===== config.mk =====
export PLATFORM = sky130hd
export DESIGN_NAME = byte_fifo_line_detect
export DESIGN_NICKNAME = d
export VERILOG_FILES = /design/src/rtl/core/bfld_pkg.sv /design/src/rtl/core/bfld_ram.sv /design/src/rtl/core/bfld_ctrl.sv /design/src/rtl/core/byte_fifo_line_detect.sv
export SDC_FILE = /design/constraint.sdc
export NUM_CORES = 1
export LEC_CHECK = 0
export ABC_AREA = 1
export CAP_MARGIN = 20
export CORE_MARGIN = 4
export CORE_UTILIZATION = 40
export DETAILED_ROUTE_END_ITERATION = 8
export DONT_BUFFER_PORTS = 1
export PLACE_DENSITY = 0.56
export SYNTH_ARGS = -nofsm -noshare
export SYNTH_HDL_FRONTEND = slang
export SYNTH_HIERARCHICAL = 1
export SYNTH_SLANG_ARGS = --single-unit

===== constraint.sdc =====
create_clock -name clk -period 12.8 [get_ports clk]
set_clock_uncertainty 0.05 [all_clocks]
set_input_delay 2.56 -clock clk [delete_from_list [all_inputs] [get_ports clk]]
set_output_delay 2.56 -clock clk [all_outputs]
set_load 0.03 [all_outputs]

===== src/rtl/core/bfld_pkg.sv =====
// Package with the constants, types and item structs of the byte FIFO with line-end detection.
package bfld_pkg;

  localparam int FIFO_DEPTH = 64;
  localparam int PTR_W      = $clog2(FIFO_DEPTH);
  localparam int CNT_W      = $clog2(FIFO_DEPTH + 1);
  localparam int FILL_W     = 7;

  localparam logic [7:0] CH_NUL = 8'h00;
  localparam logic [7:0] CH_LF  = 8'h0A;
  localparam logic [7:0] CH_CR  = 8'h0D;

  typedef enum logic [0:0] {
    KIND_PUSH = 1'b0,
    KIND_POP  = 1'b1
  } kind_t;

  typedef struct packed {
    kind_t      kind;
    logic [7:0] data_byte;
  } cmd_t;

  typedef struct packed {
    logic [7:0]        read_byte;
    logic              push_dropped;
    logic              is_empty;
    logic              is_full;
    logic [FILL_W-1:0] fill_count;
    logic              line_complete;
  } rsp_t;

  typedef struct packed {
    logic              pop_hit;
    logic              push_dropped;
    logic              is_empty;
    logic              is_full;
    logic [FILL_W-1:0] fill_count;
    logic              line_complete;
  } status_t;

  typedef struct packed {
    logic             wr_en;
    logic [PTR_W-1:0] wr_addr;
    logic [7:0]       wr_data;
    logic             rd_en;
    logic [PTR_W-1:0] rd_addr;
  } mem_req_t;

endpackage


===== src/rtl/core/bfld_ram.sv =====
// Generic single-write, single-read RAM with registered read data.
module bfld_ram #(
  parameter int DEPTH = 64,
  parameter int WIDTH = 8,
  parameter int AW    = $clog2(DEPTH)
) (
  input  logic             clk,
  input  logic             wr_en,
  input  logic [AW-1:0]    wr_addr,
  input  logic [WIDTH-1:0] wr_data,
  input  logic             rd_en,
  input  logic [AW-1:0]    rd_addr,
  output logic [WIDTH-1:0] rd_data
);

  logic [WIDTH-1:0] mem [DEPTH];

  always_ff @(posedge clk) begin
    if (wr_en) begin
      mem[wr_addr] <= wr_data;
    end
    if (rd_en) begin
      rd_data <= mem[rd_addr];
    end
  end

endmodule


===== src/rtl/core/bfld_ctrl.sv =====
// FIFO control: pointers, fill count, last two written bytes and per-item status.
module bfld_ctrl (
  input  logic              clk,
  input  logic              rst,
  input  logic              step,
  input  bfld_pkg::cmd_t    item,
  output bfld_pkg::status_t status,
  output bfld_pkg::mem_req_t mem_req
);
  import bfld_pkg::*;

  localparam logic [PTR_W-1:0] LAST_IDX = PTR_W'(FIFO_DEPTH - 1);
  localparam logic [CNT_W-1:0] FULL_CNT = CNT_W'(FIFO_DEPTH);
  localparam logic [CNT_W-1:0] TWO_CNT  = CNT_W'(2);

  logic [PTR_W-1:0] read_pointer, read_pointer_next;
  logic [PTR_W-1:0] write_pointer, write_pointer_next;
  logic [CNT_W-1:0] held_count, held_count_next;
  logic [7:0]       last_byte, last_byte_next;
  logic [7:0]       prev_byte, prev_byte_next;
  logic             is_push, push_ok, pop_ok, line_end;

  always_comb begin
    is_push = (item.kind == KIND_PUSH);
    push_ok = is_push && (held_count != FULL_CNT);
    pop_ok  = !is_push && (held_count != '0);

    held_count_next    = held_count;
    write_pointer_next = write_pointer;
    read_pointer_next  = read_pointer;
    last_byte_next     = last_byte;
    prev_byte_next     = prev_byte;

    if (push_ok) begin
      held_count_next    = held_count + CNT_W'(1);
      write_pointer_next = (write_pointer == LAST_IDX) ? '0 : write_pointer + PTR_W'(1);
      last_byte_next     = item.data_byte;
      prev_byte_next     = last_byte;
    end
    if (pop_ok) begin
      held_count_next   = held_count - CNT_W'(1);
      read_pointer_next = (read_pointer == LAST_IDX) ? '0 : read_pointer + PTR_W'(1);
    end

    line_end = (last_byte_next == CH_NUL)
            || ((last_byte_next == CH_CR) && (prev_byte_next == CH_LF))
            || ((last_byte_next == CH_LF) && (prev_byte_next == CH_CR));

    status.pop_hit       = pop_ok;
    status.push_dropped  = is_push && !push_ok;
    status.is_empty      = (held_count_next == '0);
    status.is_full       = (held_count_next == FULL_CNT);
    status.fill_count    = FILL_W'(held_count_next);
    status.line_complete = (held_count_next >= TWO_CNT) && line_end;

    mem_req.wr_en   = step && push_ok;
    mem_req.wr_addr = write_pointer;
    mem_req.wr_data = item.data_byte;
    mem_req.rd_en   = step && pop_ok;
    mem_req.rd_addr = read_pointer;
  end

  always_ff @(posedge clk) begin
    if (rst) begin
      read_pointer  <= '0;
      write_pointer <= '0;
      held_count    <= '0;
    end else if (step) begin
      read_pointer  <= read_pointer_next;
      write_pointer <= write_pointer_next;
      held_count    <= held_count_next;
    end
  end

  always_ff @(posedge clk) begin
    if (step) begin
      last_byte <= last_byte_next;
      prev_byte <= prev_byte_next;
    end
  end

endmodule


===== src/rtl/core/byte_fifo_line_detect.sv =====
// Top level of the byte FIFO with line-end detection: input register, control, RAM, result register.
//
//   channel | direction | handshake           | payload
//   cmd     | in        | cmd_valid/cmd_stall | cmd (kind, data_byte)
//   rsp     | out       | rsp_valid/rsp_stall | rsp (read_byte, flags, fill_count, line_complete)
//
// One item per cycle sustained while rsp is not stalled; each item that is taken goes into the
// input register, then the result register and the RAM read are written before it shows on rsp.
// Reset clears pointers, fill count and both valid flags; RAM contents are not cleared.
// A stalled result holds both stages; cmd_stall rises only when the input register
// is full and cannot advance.
module byte_fifo_line_detect (
  input  logic           clk,
  input  logic           rst,
  input  logic           cmd_valid,
  output logic           cmd_stall,
  input  bfld_pkg::cmd_t cmd,
  output logic           rsp_valid,
  input  logic           rsp_stall,
  output bfld_pkg::rsp_t rsp
);
  import bfld_pkg::*;

  logic     hold_valid;
  cmd_t     hold_item;
  logic     advance;
  logic     step;
  status_t  status;
  status_t  result;
  mem_req_t mem_req;
  logic [7:0] rd_data;

  assign advance   = !rsp_valid || !rsp_stall;
  assign step      = hold_valid && advance;
  assign cmd_stall = hold_valid && !advance;

  always_ff @(posedge clk) begin
    if (rst) begin
      hold_valid <= 1'b0;
    end else if (!cmd_stall) begin
      hold_valid <= cmd_valid;
    end
  end

  always_ff @(posedge clk) begin
    if (!cmd_stall && cmd_valid) begin
      hold_item <= cmd;
    end
  end

  bfld_ctrl u_ctrl (
    .clk     (clk),
    .rst     (rst),
    .step    (step),
    .item    (hold_item),
    .status  (status),
    .mem_req (mem_req)
  );

  bfld_ram #(
    .DEPTH (FIFO_DEPTH),
    .WIDTH (8)
  ) u_ram (
    .clk     (clk),
    .wr_en   (mem_req.wr_en),
    .wr_addr (mem_req.wr_addr),
    .wr_data (mem_req.wr_data),
    .rd_en   (mem_req.rd_en),
    .rd_addr (mem_req.rd_addr),
    .rd_data (rd_data)
  );

  always_ff @(posedge clk) begin
    if (rst) begin
      rsp_valid <= 1'b0;
    end else if (advance) begin
      rsp_valid <= hold_valid;
    end
  end

  always_ff @(posedge clk) begin
    if (step) begin
      result <= status;
    end
  end

  always_comb begin
    rsp.read_byte     = result.pop_hit ? rd_data : 8'h00;
    rsp.push_dropped  = result.push_dropped;
    rsp.is_empty      = result.is_empty;
    rsp.is_full       = result.is_full;
    rsp.fill_count    = result.fill_count;
    rsp.line_complete = result.line_complete;
  end

endmodule


== After elaboration in Yosys (flattened, before gate mapping) ==
Memories as Yosys holds them, arrays and structs flattened. A register that Yosys moved wholly into a read port is not among the register bits.
Cells that the tools add are included.
W data, S select, Z words.
Storage, ports and cells
  word-level logic and storage cells: 63
  register bits after elaboration: 58
  RAM bits: 512
  output and inout bits: 21
  memories kept: 1
  input bits: 13
Memory list
  u_ram.mem: words 64, bits a word 8, read ports 1, clocked after memory_dff 1, write ports 1, RTL line bfld_ram.sv:16  | logic [WIDTH-1:0] mem [DEPTH];
Operators by class
  $add $sub $neg: 4
  bitwise operators: 1
  muxes and demuxes: 9
  reductions and logical operators: 24
  $lt $le $gt $ge: 1
  eq/ne operators: 8
Operators with widths (number)
  $eq A8 B4 Y1 const B: 4
  $mux W8: 3
  $mux W7: 2
  $add A6 B1 Y6 const B: 2
  $eq A6 B6 Y1 const B: 2
  $mux W6: 2
  $logic_and A1 B1 Y1: 11
  $logic_not A8 Y1: 1
  $add A7 B1 Y7 const B: 1
  $eq A7 B7 Y1 const B: 1
  $ge A7 B2 Y1 const B: 1
  $logic_not A7 Y1: 1
  $ne A7 B7 Y1 const B: 1
  $reduce_bool A7 Y1: 1
  $sub A7 B1 Y7 const B: 1
  $logic_not A1 Y1: 5
  $reduce_and A2 Y1: 2
  $logic_or A1 B1 Y1: 3
  $mux W1: 2
  $not A1 Y1: 1

== Depth between registers and ports, before layout ==
  depth in word-level cells: 8
  gate-level depth with buffers: 16
  depth with buffers taken out: 15

== Cells and area by module ==
Netlist, hierarchy kept.
Modules (own cells, without submodules)
  bfld_ram: times used 1, area an instance 21419.3 um^2, cells each 1805, sequential area each 15615.0 um^2
  bfld_ctrl: times used 1, area an instance 2423.6 um^2, cells each 340, sequential area each 860.8 um^2
  byte_fifo_line_detect: times used 1, area an instance 860.8 um^2, cells each 61, sequential area each 670.6 um^2

== Least setup slack after synthesis ==
OpenSTA, ideal clock, no wires.
  path kind: input port to flip-flop
  start point: in rsp_stall
  end point: mem u_ram.mem[48][0], enable pin
  buffers on the path: 1
  slack: 6229 ps
  library setup time: 395 ps
  required time: 12355 ps
  stages: 6
  arrival: 6126 ps
  cells stage by stage: a21oi_1 -> inv_1 -> nor2_4 -> clkbuf_1 -> nand4_1 -> nor4_1
RTL lines
  start, declared: RTL line byte_fifo_line_detect.sv:19  | input logic rsp_stall,
  end, declared: RTL line bfld_ram.sv:16

== Worst setup path after layout ==
  start point: in rsp_stall
  end point: out cmd_stall
On the way
  cells in the longest elaborated chain, start to end: 4
Ends and longest elaborated chain
  $logic_not A1 Y1: RTL line byte_fifo_line_detect.sv:33  | assign advance = !rsp_valid || !rsp_stall;
  $logic_or A1 B1 Y1: RTL line byte_fifo_line_detect.sv:33
  $logic_not A1 Y1: RTL line byte_fifo_line_detect.sv:35  | assign cmd_stall = hold_valid && !advance;
  $logic_and A1 B1 Y1: RTL line byte_fifo_line_detect.sv:35
  end, declared: RTL line byte_fifo_line_detect.sv:16  | output logic cmd_stall,
Every way passes these cells.

==> impl_metrics.json <==
{
  "syn-instance-count": 2206,
  "netlist.area_leader.share": 0.6771,
  "critical_path_class": "primary input to output port",
  "ys_types": 40,
  "postRouteAntennaNets": 0,
  "period_minus_slack_ns": 5.538,
  "grt_usage": 0.1861,
  "power_switching_mw": 0.9049,
  "synth_area_leaders": "edfxtp_1 (68%), nand2_1 (11%), nand3_1 (9.2%)",
  "drt-vias-per-instance": 5.327,
  "fp-row-count": 90,
  "pwr-share-clk": 0.434,
  "syn2layout_area_growth_pct": 9.193,
  "synth-xor-area-share": 0.002482,
  "synth_commonest_cells": "nand2_1 (749), edfxtp_1 (557), nand3_1 (456)",
  "clock_latency_ns": 0.63,
  "synth-simple-area-share": 0.2360,
  "holdPathStages": 2,
  "antenna_found_initial": 2,
  "cts_buffers": 60,
  "slew_viol_final": 0,
  "post_cts_buffers": 0,
  "die_area_sq_um": 65800,
  "swShare": 0.2211,
  "hold_path.class": "flop to flop",
  "grt_max_degree": 127,
  "die_h_microns": 256.5,
  "setup_tns_ns": 0,
  "grt_pass1_wl_microns": 93560,
  "cts_max_level": 2,
  "clk_pin_slew_ns": 0.06,
  "power.leakage_nw": 9.767,
  "seqPwrFrac": 0.515,
  "max-vdd-ir-drop_mv": 0.1152,
  "setup_viol": 0,
  "status": "completed",
  "clockBufferDepth": 3,
  "die_width_microns": 256.5,
  "syn_avg_cell_area_sq_um": 11.20,
  "r2r_end": "u_ram/rd_data[7]$_DFFE_PP_",
  "internal_power_mw": 3.188,
  "critPathLaunch": "rsp_stall",
  "worstReg2RegStart": "u_ctrl/read_pointer[0]$_SDFFE_PP0P_",
  "post-route-util": 0.4444,
  "drc": 0,
  "port_buffers": 0,
  "cpPeakStageDelay_ns": 0.27,
  "mappedNetlistNets": 2224,
  "path_delay_family": "buffers and inverters",
  "async_reset_ff_frac": 0,
  "ff2ff_path_depth": 11,
  "nFillCells": 5575,
  "core-area_sq_um": 60700,
  "cts_root_buffer": "clkbuf_16",
  "hold_viol": 0,
  "synth_seq_cells": 578,
  "whs_endpoint": "hold_valid$_SDFFE_PP0N_",
  "endpoint_kind": "output port",
  "synth_compound_area_frac": 0.01059,
  "ys_dominant_reg_cell": "edfxtp_1",
  "setup_slack_ns": 7.262,
  "drt_pass1_iterations": 5,
  "ys_seq_area_frac": 0.6941,
  "synthAdderAreaFrac": 0.002532,
  "cts_hold_buf": 0,
  "synth.most_common_cell": "nand2_1",
  "r2r_slack_ns": 8.82,
  "tritoncts": "built",
  "p_per_area_nw_per_um2": 151.7,
  "synth.mux.area_fraction": 0,
  "wl_per_cell_microns": 20.89,
  "initial_utilization": 0.4070,
  "gp_congestion": 0.9001,
  "cp_num_buf_inv": 1,
  "critical_path_required_ns": 10.19,
  "nets": 2175,
  "worstMarginPinSlew_ns": 1.101,
  "dp_hpwl_microns": 36390,
  "cts.sinks": 578,
  "synth.cell_area_sq_um": 24700,
  "drtIter0Drc": 1496,
  "cap_violations": 0,
  "antenna_cells": 0,
  "ys_warn_count": 6,
  "synth_top_family_by_area": "simple AND/OR/NAND/NOR gates",
  "synth_edf_count": 557,
  "p_total_mw": 4.093,
  "cp_slowest_cell": "inv_1",
  "fmax_mhz": 180.6,
  "place_ws_ns": 6.720,
  "grt_pass1_vias": 15522,
  "crit_path_start_kind": "primary input",
  "hold_path_startpoint": "hold_valid$_SDFFE_PP0N_",
  "ioPinCount": 34,
  "routed_wl_microns": 62430,
  "relSlewSlack": 0.2651,
  "finalCritPeriodShare": 0.4327,
  "vias": 15923,
  "cts-resized-gates": 0,
  "cp.arrival_ns": 2.93,
  "path_cells": "nand3_1, inv_1",
  "drive_gt1_frac": 0.07793,
  "yosysTopAreaCell": "edfxtp_1",
  "rsz0062_at_grt": "false",
  "p_comb_frac": 0.051,
  "grt.overflow.total": 0,
  "crit_fanout": 3
}
[per-stage QoR]
stage	hold slack [ns]	instance area (sq um)	cells
final	0.4961	26970	2989
after global routing	0.5394	26970	2989
after CTS	0.4983	26940	2987
after detailed placement	0.4840	24900	2875
after global placement	0.4666	24880	2874
after floorplan	0.3951	24700	2206
[how the worst max path moves through the flow]
stage	endpoint	slack (ns)	cells past startpoint
2_1_floorplan	u_ram/mem[48][0]$_DFFE_PP_	6.23	6
3_3_place_gp	u_ram/mem[25][0]$_DFFE_PP_	6.86	6
3_5_place_dp	u_ram/mem[25][0]$_DFFE_PP_	6.72	6
4_1_cts	cmd_stall	7.26	2
5_1_grt	cmd_stall	7.24	2
6_report	cmd_stall	7.26	2
[placed cells by master (no fill, tap or decap), drive strengths merged]
cell type | synthesis | layout
a21oi | 18 | 18
and2 | 1 | 1
and3 | 2 | 2
buf | 124 | 30
bufinv | 0 | 8
clkbuf | 17 | 69
clkinv | 0 | 33
clkinvlp | 0 | 2
dfxtp | 21 | 21
edfxtp | 557 | 557
ha | 5 | 5
inv | 81 | 81
nand2 | 768 | 768
nand3 | 457 | 457
nand4 | 13 | 13
nor2 | 95 | 95
nor3 | 3 | 3
nor3b | 1 | 1
nor4 | 9 | 9
o211ai | 1 | 1
o21a | 2 | 2
o21ai | 20 | 20
o21bai | 2 | 2
or2 | 2 | 2
xnor2 | 1 | 1
xor2 | 6 | 6
[area by class of cell]
| class | instances | area, sq um | area share |
|---|---|---|---|
| clock inverters | 43 | 452.9 | 0.01679 |
| repair buffers | 30 | 261.5 | 0.009694 |
| clock buffers | 69 | 1587 | 0.05882 |
| well taps | 782 | 978.4 | 0.03627 |
| multi-input cells | 1406 | 6226 | 0.2308 |
| flip-flops and latches | 578 | 17160 | 0.6360 |
| inverters | 81 | 314.1 | 0.01164 |
[routing by layer]
layer  wire (microns)  share of wire  vias to the layer above  track usage
li1                 -              -                     7507            -
met1            27930           0.45                     7780       0.2635
met2            28800           0.46                      530       0.2978
met3             4178          0.067                      106      0.03306
met4             1515          0.024                        0      0.05274
met5                0              0                        -            0
[power groups by stage]
stage | clock network (mW) | logic, mW | registers, mW
detailed placement | 0 | 0.208 | 2.15
global route | 1.90 | 0.231 | 2.11
CTS | 1.81 | 0.208 | 2.11
finish | 1.78 | 0.208 | 2.11
global placement | 0 | 0.205 | 2.15
floorplan | 0 | 0.169 | 2.13
[sequential cells by signal (all words and copies together) (netlist names)]
name and count:
hold_valid 1, u_ram/rd_data 8, u_ctrl/write_pointer 6, u_ctrl/read_pointer 6, u_ctrl/held_count 7, u_ctrl/prev_byte 8
result 1, u_ram/mem 512, u_ctrl/last_byte 8, rsp_valid 1, hold_item 9, rsp 11
[cells by family after synthesis]
kind of cell             count (synthesis)
AND/OR/NAND/NOR                       1351
flip-flops                             578
buffers and inverters                  222
AO/OA/AOI/OAI                           43
XOR/XNOR                                 7
adder cells (fa/ha/maj)                  5
Note: power is estimated with default switching activity, not from simulation.
